<file path="src/hw/rtl/ats_pkg.sv">
// Shared constants, types and command/status structs of the access time sketch.
package ats_pkg;

  localparam int unsigned TABLE_DEPTH = 4096;
  localparam int unsigned LEVELS      = 4;

  localparam int unsigned IDX_W = (TABLE_DEPTH > 1) ? $clog2(TABLE_DEPTH) : 1;
  localparam int unsigned LVL_W = (LEVELS > 1) ? $clog2(LEVELS) : 1;

  localparam int unsigned HASH_W      = 64;
  localparam int unsigned SEC_W       = 63;
  localparam int unsigned MEM_W       = SEC_W + 1;
  localparam int unsigned IN_TDATA_W  = ((HASH_W + SEC_W + 7) / 8) * 8;
  localparam int unsigned OUT_TDATA_W = ((SEC_W + 7) / 8) * 8;

  localparam logic [IDX_W-1:0] IDX_MASK = IDX_W'(TABLE_DEPTH - 1);

  // XXH64 primes
  localparam logic [63:0] XP1 = 64'h9E3779B185EBCA87;
  localparam logic [63:0] XP2 = 64'hC2B2AE3D27D4EB4F;
  localparam logic [63:0] XP3 = 64'h165667B19E3779F9;
  localparam logic [63:0] XP4 = 64'h85EBCA77C2B2AE63;
  localparam logic [63:0] XP5 = 64'h27D4EB2F165667C5;
  // seed 0, 8-byte input: accumulator start value
  localparam logic [63:0] XSEED = XP5 + 64'd8;

  // One rehash is five multiplies; the step names the operand preparation.
  typedef enum logic [2:0] {
    XS_V,     // v * XP2
    XS_K,     // rotl(t, 31) * XP1
    XS_H27,   // rotl(seed ^ k, 27) * XP1
    XS_AV33,  // (x ^ x >> 33) * XP2, x = u + XP4
    XS_X29    // (h ^ h >> 29) * XP3
  } xstep_t;

  // Phases of a 64x64 low-half multiply on one 32x32 multiplier.
  typedef enum logic [1:0] {
    MUL_NONE,
    MUL_LO,
    MUL_CROSS_A,
    MUL_CROSS_B
  } mul_op_t;

  typedef struct packed {
    logic    load;       // latch the accepted word, clear the running minimum
    logic    clear;      // clearing sweep write
    logic    mem_acc;    // table access at the current level
    logic    pre;        // latch the multiplier operand
    mul_op_t mul;
    xstep_t  step;
    logic    hash_done;  // last multiply of a rehash: update the hash
    logic    out_load;   // move the lookup result into the output register
  } ats_cmd_t;

  typedef struct packed {
    logic clr_done;
    logic is_lookup;
    logic out_free;
  } ats_sts_t;

endpackage

</file>
<file path="src/hw/rtl/ats_ctrl.sv">
// Controller state machine of the access time sketch.
module ats_ctrl (
  input  logic              clk,
  input  logic              rst_n,
  input  logic              in_tvalid,
  output logic              in_tready,
  input  ats_pkg::ats_sts_t sts,
  output ats_pkg::ats_cmd_t cmd
);
  import ats_pkg::*;

  typedef enum logic [2:0] {
    S_CLEAR,
    S_IDLE,
    S_ACCESS,
    S_PRE,
    S_MUL0,
    S_MUL1,
    S_MUL2,
    S_FINISH
  } state_t;

  state_t           state_r, state_nxt;
  logic [LVL_W-1:0] lvl_r, lvl_nxt;
  xstep_t           step_r, step_nxt;

  logic last_lvl;
  assign last_lvl  = (lvl_r == LVL_W'(LEVELS - 1));
  assign in_tready = (state_r == S_IDLE);

  always_comb begin
    state_nxt = state_r;
    lvl_nxt   = lvl_r;
    step_nxt  = step_r;
    cmd       = '0;
    cmd.mul   = MUL_NONE;
    cmd.step  = step_r;
    unique case (state_r)
      S_CLEAR: begin
        cmd.clear = 1'b1;
        if (sts.clr_done) begin
          state_nxt = S_IDLE;
        end
      end
      S_IDLE: begin
        if (in_tvalid) begin
          cmd.load  = 1'b1;
          lvl_nxt   = '0;
          state_nxt = S_ACCESS;
        end
      end
      S_ACCESS: begin
        cmd.mem_acc = 1'b1;
        step_nxt    = XS_V;
        if (!last_lvl) begin
          state_nxt = S_PRE;
        end else if (sts.is_lookup) begin
          state_nxt = S_FINISH;
        end else begin
          state_nxt = S_IDLE;
        end
      end
      S_PRE: begin
        cmd.pre   = 1'b1;
        state_nxt = S_MUL0;
      end
      S_MUL0: begin
        cmd.mul   = MUL_LO;
        state_nxt = S_MUL1;
      end
      S_MUL1: begin
        cmd.mul   = MUL_CROSS_A;
        state_nxt = S_MUL2;
      end
      S_MUL2: begin
        cmd.mul   = MUL_CROSS_B;
        state_nxt = S_PRE;
        unique case (step_r)
          XS_V:    step_nxt = XS_K;
          XS_K:    step_nxt = XS_H27;
          XS_H27:  step_nxt = XS_AV33;
          XS_AV33: step_nxt = XS_X29;
          XS_X29: begin
            cmd.hash_done = 1'b1;
            lvl_nxt       = lvl_r + LVL_W'(1);
            state_nxt     = S_ACCESS;
          end
          default: step_nxt = XS_V;
        endcase
      end
      S_FINISH: begin
        // hold until the output register can take the result
        if (sts.out_free) begin
          cmd.out_load = 1'b1;
          state_nxt    = S_IDLE;
        end
      end
      default: state_nxt = S_CLEAR;
    endcase
  end

  always_ff @(posedge clk) begin
    if (!rst_n) begin
      state_r <= S_CLEAR;
      lvl_r   <= '0;
      step_r  <= XS_V;
    end else begin
      state_r <= state_nxt;
      lvl_r   <= lvl_nxt;
      step_r  <= step_nxt;
    end
  end

endmodule

</file>
<file path="config.mk">
export PLATFORM = sky130hd
export DESIGN_NAME = ats_ctrl
export DESIGN_NICKNAME = d
export VERILOG_FILES = /design/src/hw/rtl/ats_pkg.sv /design/src/hw/rtl/ats_ctrl.sv
export SDC_FILE = /design/constraint.sdc
export NUM_CORES = 1
export LEC_CHECK = 0
export BUFFER_PORTS_ARGS = -buffer_cell sky130_fd_sc_hd__clkbuf_2
export CAP_MARGIN = 10
export CORE_UTILIZATION = 42
export DETAILED_ROUTE_END_ITERATION = 10
export PLACE_DENSITY = 0.77
export SYNTH_ARGS = -nofsm -noshare
export SYNTH_HDL_FRONTEND = slang
export SYNTH_SLANG_ARGS = --single-unit
</file>
<file path="constraint.sdc">
create_clock -name clk -period 1.46 [get_ports clk]
set_clock_uncertainty 0.15 [all_clocks]
set_input_delay 0.146 -clock clk [delete_from_list [all_inputs] [get_ports clk]]
set_output_delay 0.146 -clock clk [all_outputs]
set_load 0.05 [all_outputs]
</file>
==> flow_summary.ini, run 1 <==
[floorplanning]
die_y_um = 38.70
start_util_pct = 48.29
ios = 18
die_w_um = 38.70
rows = 12

[run_status]
outcome = did not finish
error_line = [ERROR DPL-0038] Utilization greater than 100%, impossible to legalize
lastStage = global routing

[logic_synthesis]
synth_area_um2 = 565.5
synth.net_count = 74
synth_top_family_by_area = simple AND/OR/NAND/NOR gates
async_flop_share_pct = 0
synth_xor_area_share_pct = 0
synth_compound_area_share_pct = 22.79
yosysWarnings = 0
synth_edf_count = 0
synth_seq_cells = 8
synth_fa_ha_area_share_pct = 2.212
synth.distinct_cells = 33
dominantRegCellSynth = dfxtp_1
synth_mux_area_share_pct = 1.770
postSynthAreaPerCell_um2 = 8.441
synthCells = 67
yosys.area_share.simple_pct = 37.61
yosysSeqAreaShare_pct = 28.32

[placed_design]
io_buffers = 17
post-dp-hpwl_um = 990.8
dp_slack_ps = -112.4
postPlaceCellArea_um2 = 787.0
gp_congestion = 0.7864

[cts]
hold_buffers = 0
htree_levels = 1
clock_sinks = 8
cts-root-buf = clkbuf_4
cts_buffers = 3
clock_path_buffers = 2

[timing]
worst_endpoint_kind = output port
crit_endpoint = cmd[1]

[grt]
grt_max_degree = 11
-- synth_stat cells (all sizes together), types with 2 or more instances --
cell | instances | share of area (%)
o21ai | 2 | 1.8
clkbuf | 2 | 1.3
o2bb2ai | 2 | 3.1
and2 | 2 | 2.2
buf | 2 | 2.0
nor2b | 3 | 3.3
nand3b | 3 | 4.0
nor3b | 3 | 4.0
a21boi | 5 | 6.6
nor2 | 4 | 2.7
dfxtp | 8 | 28
or3b | 3 | 5.1
nand2 | 8 | 5.3
nand2b | 3 | 3.3
-- timing repair --
item                                    in CTS
resized for setup                           38
pin swaps                                    4
endpoints found under the setup margin      13
cloned                                       0
buffers inserted                            10
-- metrics by stage --
step / TNS [ps] / util (%) / std cells
after floorplan: -900.7 / - / 67
after global placement: -168.5 / 67.20 / 106
after detailed placement: -236.4 / 67.20 / 106
after CTS: -1029 / 89.53 / 120
-- cells by family after synthesis --
group / Yosys count
AOI/OAI and AO/OA: 16
adders and majority gates: 1
muxes: 1
and+or+nand+nor: 35
DFF: 8
buffers and inverters: 6
==> run 2: changes to the inputs <==
- CORE_AREA: not set -> 2 2 63 65
- CORE_UTILIZATION: 42 -> not set
- DIE_AREA: not set -> 0 0 65 67
- PLACE_DENSITY: 0.77 -> not set
- PLACE_DENSITY_LB_ADDON: not set -> 0.15
- clock period: 1.46 -> 1.9 ns (I/O delays scaled with it)
==> flow_summary.ini, run 2 <==
[grt]
use_met2_pct = 11.08
gr-usage-met3_pct = 2.365
grt_pass1_wl_um = 2311
grt_usage_pct = 7.161
grt_pass1_vias = 478
grt_busiest_layer = met2
use_met1_pct = 8.678
globalRouteOverflowTotal = 0
antenna_found_initial = 0
grt_max_degree = 20

[placed_design]
dp_slack_ps = 290.0
io_buffers = 17
post-dp-hpwl_um = 1125
gp_congestion = 0.6929

[layout]
fillers = 411
synthToLayoutAreaGrowth_pct = 34.96
final_common_cell = clkbuf_2
top_regs = state_r (3), step_r (3), lvl_r (2)
drive_gt1_share_pct = 37.65
final_util_pct = 21.17
nets = 94
final_cell_mix = 16 x clkbuf_2, 8 x nand2_1, 7 x dfxtp_1
antenna_cells = 0

[power_and_ir_drop]
power_density_nw_per_um2 = 690.4
total_power_uw = 527.0
p_leak_nw = 0.3018
max-vdd-ir-drop_mv = 0.1936

[worst_setup_path]
crit_required_ps = 1560
reg2regPathDepth = 4
endpoint_kind = output pin
arrival_ps = 1490
start_kind = flip-flop
r2r_start = state_r[2]
criticalPathCategory = flip-flop to output pin
crit_fanout = 5
r2r-end = lvl_r[0]
slowest_stage = or3b_4
crit_chain = or3b_4, or2_4, inv_1, buf_12
cp_slowest_stage_delay_ps = 420
reg2reg_slack_ps = 320

[timing]
finalSetupTns_ps = 0
finalCritPeriodShare_pct = 96.26
slew_headroom_pct = 80.86
finalCriticalPeriod_ps = 1829
slew_violations = 0
rsz0062_at_grt = no
fmax_ghz = 0.5468
final.setup.worst_slack_ps = 71.13
setup_violations = 0
hold_slack_ps = 129.4
worstMarginPinSlew_ps = 283.4
hold_viol = 0

[cts]
path_clk_slew_ps = 40
clk_latency_ps = 230
post_cts_resized = 0
tritoncts = built
clock_sinks = 8
hold_buffers = 0
cts-root-buf = clkbuf_8
cts_buffers = 3
htree_levels = 1
clock_path_buffers = 2
post_cts_buffers = 0

[min_path]
hp-start = sts[2]
min_path_type = primary input to flip-flop
hold_depth = 3
min_to = state_r[0]

[logic_synthesis]
async_flop_share_pct = 0
synth_edf_count = 0
postSynthAreaPerCell_um2 = 8.441
synth_area_leaders = dfxtp_1 28%, a21boi_0 6.6%, nand2_1 5.3%, nand3b_1 4.0%, nor3b_1 4.0%
synth_top_family_by_area = simple AND/OR/NAND/NOR gates
synth_xor_area_share_pct = 0
synth_mux_area_share_pct = 1.770
yosysTopAreaCell = dfxtp_1
synth.distinct_cells = 33
dominantRegCellSynth = dfxtp_1
yosysWarnings = 0
yosys.area_share.simple_pct = 37.61
synth.top_cell.area_share_pct = 28.32
synth_fa_ha_area_share_pct = 2.212
yosysSeqAreaShare_pct = 28.32
yosys-top-cells-count = 8 x dfxtp_1, 8 x nand2_1, 5 x a21boi_0
synth_compound_area_share_pct = 22.79
synthCells = 67
synth_area_um2 = 565.5
synth_seq_cells = 8
synth.net_count = 74

[floorplanning]
start_util_pct = 15.68
die_w_um = 65
coreArea_um2 = 3606
design.die.area_um2 = 4355
rows = 22
ios = 18
die_y_um = 67

[route]
drtIter0Drc = 39
wirelength_um = 1499
ant_nets = 0
drt-vias-per-instance = 4.233
drc = 0
avgRoutedWirePerCell_um = 11.27
num_vias = 563
firstDrtPassIters = 4

[flow_run]
cap_violations = 0

[run_status]
outcome = finished, final reports clean
==> run 2: cell counts after synthesis <==
No cell type changed its count.
==> run 2: per-stage QoR <==
stage / instance area [um^2] / std cells
after floorplan: 575.6 / 67
after global placement: 720.7 / 130
after detailed placement: 720.7 / 130
after CTS: 762.0 / 133
after global routing: 763.2 / 133
final: 763.2 / 133
==> run 2: how the worst max path moves through the flow <==
stage,start,to,depth (start not counted)
floorplan,state_r[2],cmd[10],3
global placement,state_r[2],lvl_r[0],4
detailed placement,state_r[1],lvl_r[0],3
CTS,step_r[1],cmd[1],4
global route,step_r[0],cmd[1],4
finish,step_r[1],cmd[1],4
==> run 2: cells by family after synthesis <==
kind of cell,after synthesis
and+or+nand+nor,35
AOI/OAI and AO/OA,16
buffers and inverters,6
adders and majority gates,1
DFF,8
muxes,1
==> run 2: report_power, final <==
part	internal [mW]	leakage, nW	switching, mW
Clock	0.138	0.0216	0.0724
Combinational	0.0453	0.215	0.0853
Sequential	0.175	0.0653	0.0117
==> run 2: per-layer routing <==
metal	vias up	routed length, um
li1	278	-
met1	267	703
met2	15	688
met3	3	82
met4	0	25
met5	-	0
==> run 2: critical path: cells and delay by family, from the launching register on <==
family,cells,cell delay [ps]
AND/OR/NAND/NOR,2,690
buffers and inverters,2,230
flip-flops,1,330
==> run 2: cell type report <==
cell class | instances | area (um^2) | area share, %
flip-flops and latches | 8 | 161.4 | 21.15
inverters | 1 | 3.754 | 0.4918
clock buffers | 3 | 41.29 | 5.410
repair buffers | 20 | 122.6 | 16.07
well taps | 48 | 60.06 | 7.869
multi-input cells | 53 | 374.1 | 49.02
Power figures use the tool's default switching activity.
==> run 3: changes to the inputs <==
- CTS_BUF_LIST: not set -> sky130_fd_sc_hd__clkbuf_16
==> flow_summary.ini, run 3 (synthesis results as in run 2) <==
[run_status]
outcome = finished, final reports clean

[power_and_ir_drop]
p_leak_nw = 0.3172
max-vdd-ir-drop_mv = 0.2653
power_density_nw_per_um2 = 845.3

[worst_setup_path]
start_kind = flip-flop
crit_fanout = 5
reg2regPathDepth = 4
worstSetupStartpoint = step_r[1]
endpoint_kind = output pin
r2r-end = lvl_r[0]
slowest_stage = or3b_4
cp_slowest_stage_delay_ps = 420
arrival_ps = 1490
criticalPathCategory = flip-flop to output pin
reg2reg_slack_ps = 320
r2r_start = state_r[2]
crit_required_ps = 1560
crit_chain = or3b_4, or2_4, inv_1, buf_12

[cts]
tritoncts = built
htree_levels = 1
hold_buffers = 0
clock_sinks = 8
cts-root-buf = clkbuf_16
path_clk_slew_ps = 40
clk_latency_ps = 230
cts_buffers = 3
clock_path_buffers = 2

[layout]
synthToLayoutAreaGrowth_pct = 40.93
final_common_cell = clkbuf_2
top_regs = state_r (3), step_r (3), lvl_r (2)
final_cell_mix = 16 x clkbuf_2, 8 x nand2_1, 7 x dfxtp_1
final_area_um2 = 797.0
drive_gt1_share_pct = 37.65
final_cells = 133
antenna_cells = 0
nets = 94
fillers = 405

[floorplanning]
design.die.area_um2 = 4355
die_y_um = 67
coreArea_um2 = 3606
die_w_um = 65
ios = 18
start_util_pct = 15.68
rows = 22

[placed_design]
dpl.cell_count = 130
io_buffers = 17
gp_congestion = 0.6929
postPlaceCellArea_um2 = 720.7
post-dp-hpwl_um = 1125

[timing]
finalCriticalPeriod_ps = 1828
hold_viol = 0
slew_headroom_pct = 80.49
fmax_ghz = 0.5469
setup_violations = 0
finalCritPeriodShare_pct = 96.24
slew_violations = 0
rsz0062_at_grt = no
worstMarginPinSlew_ps = 288.9
hold_slack_ps = 130.0

[grt]
grt_pass1_vias = 478
grt_pass1_wl_um = 2311
antenna_found_initial = 0
grt_usage_pct = 7.161
grt_max_degree = 20
globalRouteOverflowTotal = 0

[min_path]
hold_depth = 3
min_to = state_r[0]
min_path_type = primary input to flip-flop
hp-start = sts[2]

[flow_run]
cap_violations = 0

[route]
drc = 0
num_vias = 561
avgRoutedWirePerCell_um = 11.23
wirelength_um = 1494
drt-vias-per-instance = 4.218
firstDrtPassIters = 4
drtIter0Drc = 36
ant_nets = 0
## run 3: area by class of cell
| cell class | count | area (um^2) | area share (%) |
|---|---|---|---|
| Clock buffer | 3 | 75.07 | 9.419 |
| Inverter | 1 | 3.754 | 0.4710 |
| Multi-Input combinational cell | 53 | 374.1 | 46.94 |
| Sequential cell | 8 | 161.4 | 20.25 |
| Tap cell | 48 | 60.06 | 7.535 |
| Timing Repair Buffer | 20 | 122.6 | 15.38 |
## run 3: per-stage QoR
step / worst slack [ps] / util, % / total power [mW] / TNS, ps
floorplan: -123.8 / - / 0.2881 / -123.8
global placement: 292.1 / 19.99 / 0.3209 / 0
detailed placement: 290.0 / 19.99 / 0.3206 / 0
CTS: 61.65 / 22.07 / 0.6820 / 0
global route: 5.647 / 22.10 / 0.7002 / 0
finish: 71.52 / 22.10 / 0.6737 / 0
## run 3: how the worst max path moves through the flow
| stage | endpoint | depth (start not counted) |
|---|---|---|
| floorplan | cmd[10] | 3 |
| global placement | lvl_r[0] | 4 |
| detailed placement | lvl_r[0] | 3 |
| CTS | cmd[1] | 4 |
| global route | cmd[1] | 4 |
| finish | cmd[1] | 4 |
## run 3: power by group
group	internal, mW	switching (mW)	total [mW]
clock network	0.272	0.0852	0.357
registers	0.175	0.0118	0.187
logic	0.0453	0.0850	0.130
total	0.492	0.182	0.674
## run 3: metal layers
metal	wire, um	GRT usage (%)	vias up
li1	-	-	278
met1	685	8.678	267
met2	694	11.08	13
met3	88	2.365	3
met4	25	3.989	0
met5	0	0	-
## run 3: worst max-delay path: cells and delay by family (launching register included)
family                 cells  cell delay (ps)
flip-flops                 1              330
AND/OR/NAND/NOR            2              690
buffers and inverters      2              230
## run 3: timing repair
item                                    4_1_cts  5_1_grt
endpoints found under the setup margin        0        1
resized for setup                             0        1
buffers inserted                              0        0
==> run 4: changes to the inputs <==
==> constraint.sdc (replaced) <==
create_clock -name clk -period 1.9 [get_ports clk]
set_clock_uncertainty 0.15 [all_clocks]
set_input_delay 0.38 -clock clk [delete_from_list [all_inputs] [get_ports clk]]
set_output_delay 0.38 -clock clk [all_outputs]
set_load 0.05 [all_outputs]
==> flow_summary.ini, run 4 (synthesis results as in run 2) <==
[run_status]
outcome = complete, but fails checks
violations = negative setup slack

[layout]
final_common_cell = clkbuf_2
synthToLayoutAreaGrowth_pct = 51.77
nets = 98
drive_gt1_share_pct = 48.31
top_regs = state_r (3), step_r (3), lvl_r (2)
final_cell_mix = 12 x clkbuf_2, 8 x nand2_1, 8 x buf_4
antenna_cells = 0

[timing]
slew_headroom_pct = 81.48
hold_slack_ps = 310.1
finalCritPeriodShare_pct = 101.4
fmax_ghz = 0.5188
rsz0062_at_grt = yes
slew_violations = 0
final.setup.worst_slack_ps = -27.35
setup_violations = 1
worstMarginPinSlew_ps = 274.3
hold_viol = 0
finalCriticalPeriod_ps = 1927

[route]
wirelength_um = 1591
drt-vias-per-instance = 4.095
avgRoutedWirePerCell_um = 11.61
ant_nets = 0
num_vias = 561
drc = 0
drtIter0Drc = 33
firstDrtPassIters = 4

[placed_design]
post-dp-hpwl_um = 1136
io_buffers = 17
gp_congestion = 0.7002

[cts]
cts_buffers = 3
clock_sinks = 8
clk_latency_ps = 230
cts-root-buf = clkbuf_16
path_clk_slew_ps = 40
clock_path_buffers = 2
tritoncts = built
htree_levels = 1

[worst_setup_path]
crit_required_ps = 1370
reg2regPathDepth = 4
endpoint_kind = output pin
arrival_ps = 1400
start_kind = flip-flop
criticalPathCategory = flip-flop to output pin
crit_fanout = 2

[grt]
grt_pass1_wl_um = 2580
globalRouteOverflowTotal = 0
antenna_found_initial = 0
grt_max_degree = 20
grt_usage_pct = 8.057
grt_pass1_vias = 515

[floorplanning]
start_util_pct = 15.68
rows = 22
die_y_um = 67
die_w_um = 65
ios = 18
design.die.area_um2 = 4355
coreArea_um2 = 3606

[power_and_ir_drop]
total_power_uw = 679.6
p_leak_nw = 0.3289
max-vdd-ir-drop_mv = 0.2004
power_density_nw_per_um2 = 791.8

[min_path]
min_path_type = primary input to flip-flop
hold_depth = 3

[flow_run]
cap_violations = 0
==> run 4: final cells by class <==
| class | count | area, um^2 |
|---|---|---|
| multi-input cells | 53 | 386.6 |
| flip-flops and latches | 8 | 166.4 |
| clock buffers | 3 | 75.07 |
| repair buffers | 24 | 162.7 |
| fillers | 399 | 2748 |
| inverters | 1 | 7.507 |
| well taps | 48 | 60.06 |
==> run 4: power by group <==
part | switching (mW) | leakage (nW) | internal (mW)
combinational | 0.0899 | 0.225 | 0.0512
clock | 0.0821 | 0.0370 | 0.271
sequential | 0.00941 | 0.0671 | 0.176
==> run 4: path summary, 6_finish.rpt <==
path,startpoint,endpoint,slack (ps)
worst max-delay path,step_r[0],cmd[1],-30
worst min register to register,lvl_r[0],lvl_r[0],340
worst min-delay path,sts[0],state_r[0],310
worst max register to register,state_r[2],lvl_r[0],280
==> run 4: per-stage QoR <==
step | worst slack, ps | util (%) | instances | cell area (um^2) | setup TNS [ps]
global placement | 143.7 | 20.71 | 131 | 747.0 | 0
finish | -27.35 | 23.80 | 137 | 858.3 | -27.35
floorplan | -122.8 | - | 67 | 594.3 | -336.9
detailed placement | 139.1 | 20.71 | 131 | 747.0 | 0
global route | -61.41 | 23.80 | 137 | 858.3 | -61.41
CTS | -39.49 | 23.70 | 137 | 854.6 | -39.49
==> run 4: what timing repair did <==
item,CTS,global route
endpoints found under the setup margin,5,6
gates resized for setup,4,4
pin swaps,2,0
setup buffers,3,0
hold buffers,0,0
==> run 4: worst max-delay path, cell delays in order (launching register included) <==
cell and delay, ps:
dfxtp_2 310, or3b_4 390, or2_4 250, clkinvlp_4 80, buf_12 130
==> run 4: layer usage <==
metal / track usage [%] / wire [um]
met5: 0 / 0
met2: 11.86 / 682
met3: 2.534 / 71
met1: 10.21 / 803
met4: 4.787 / 33
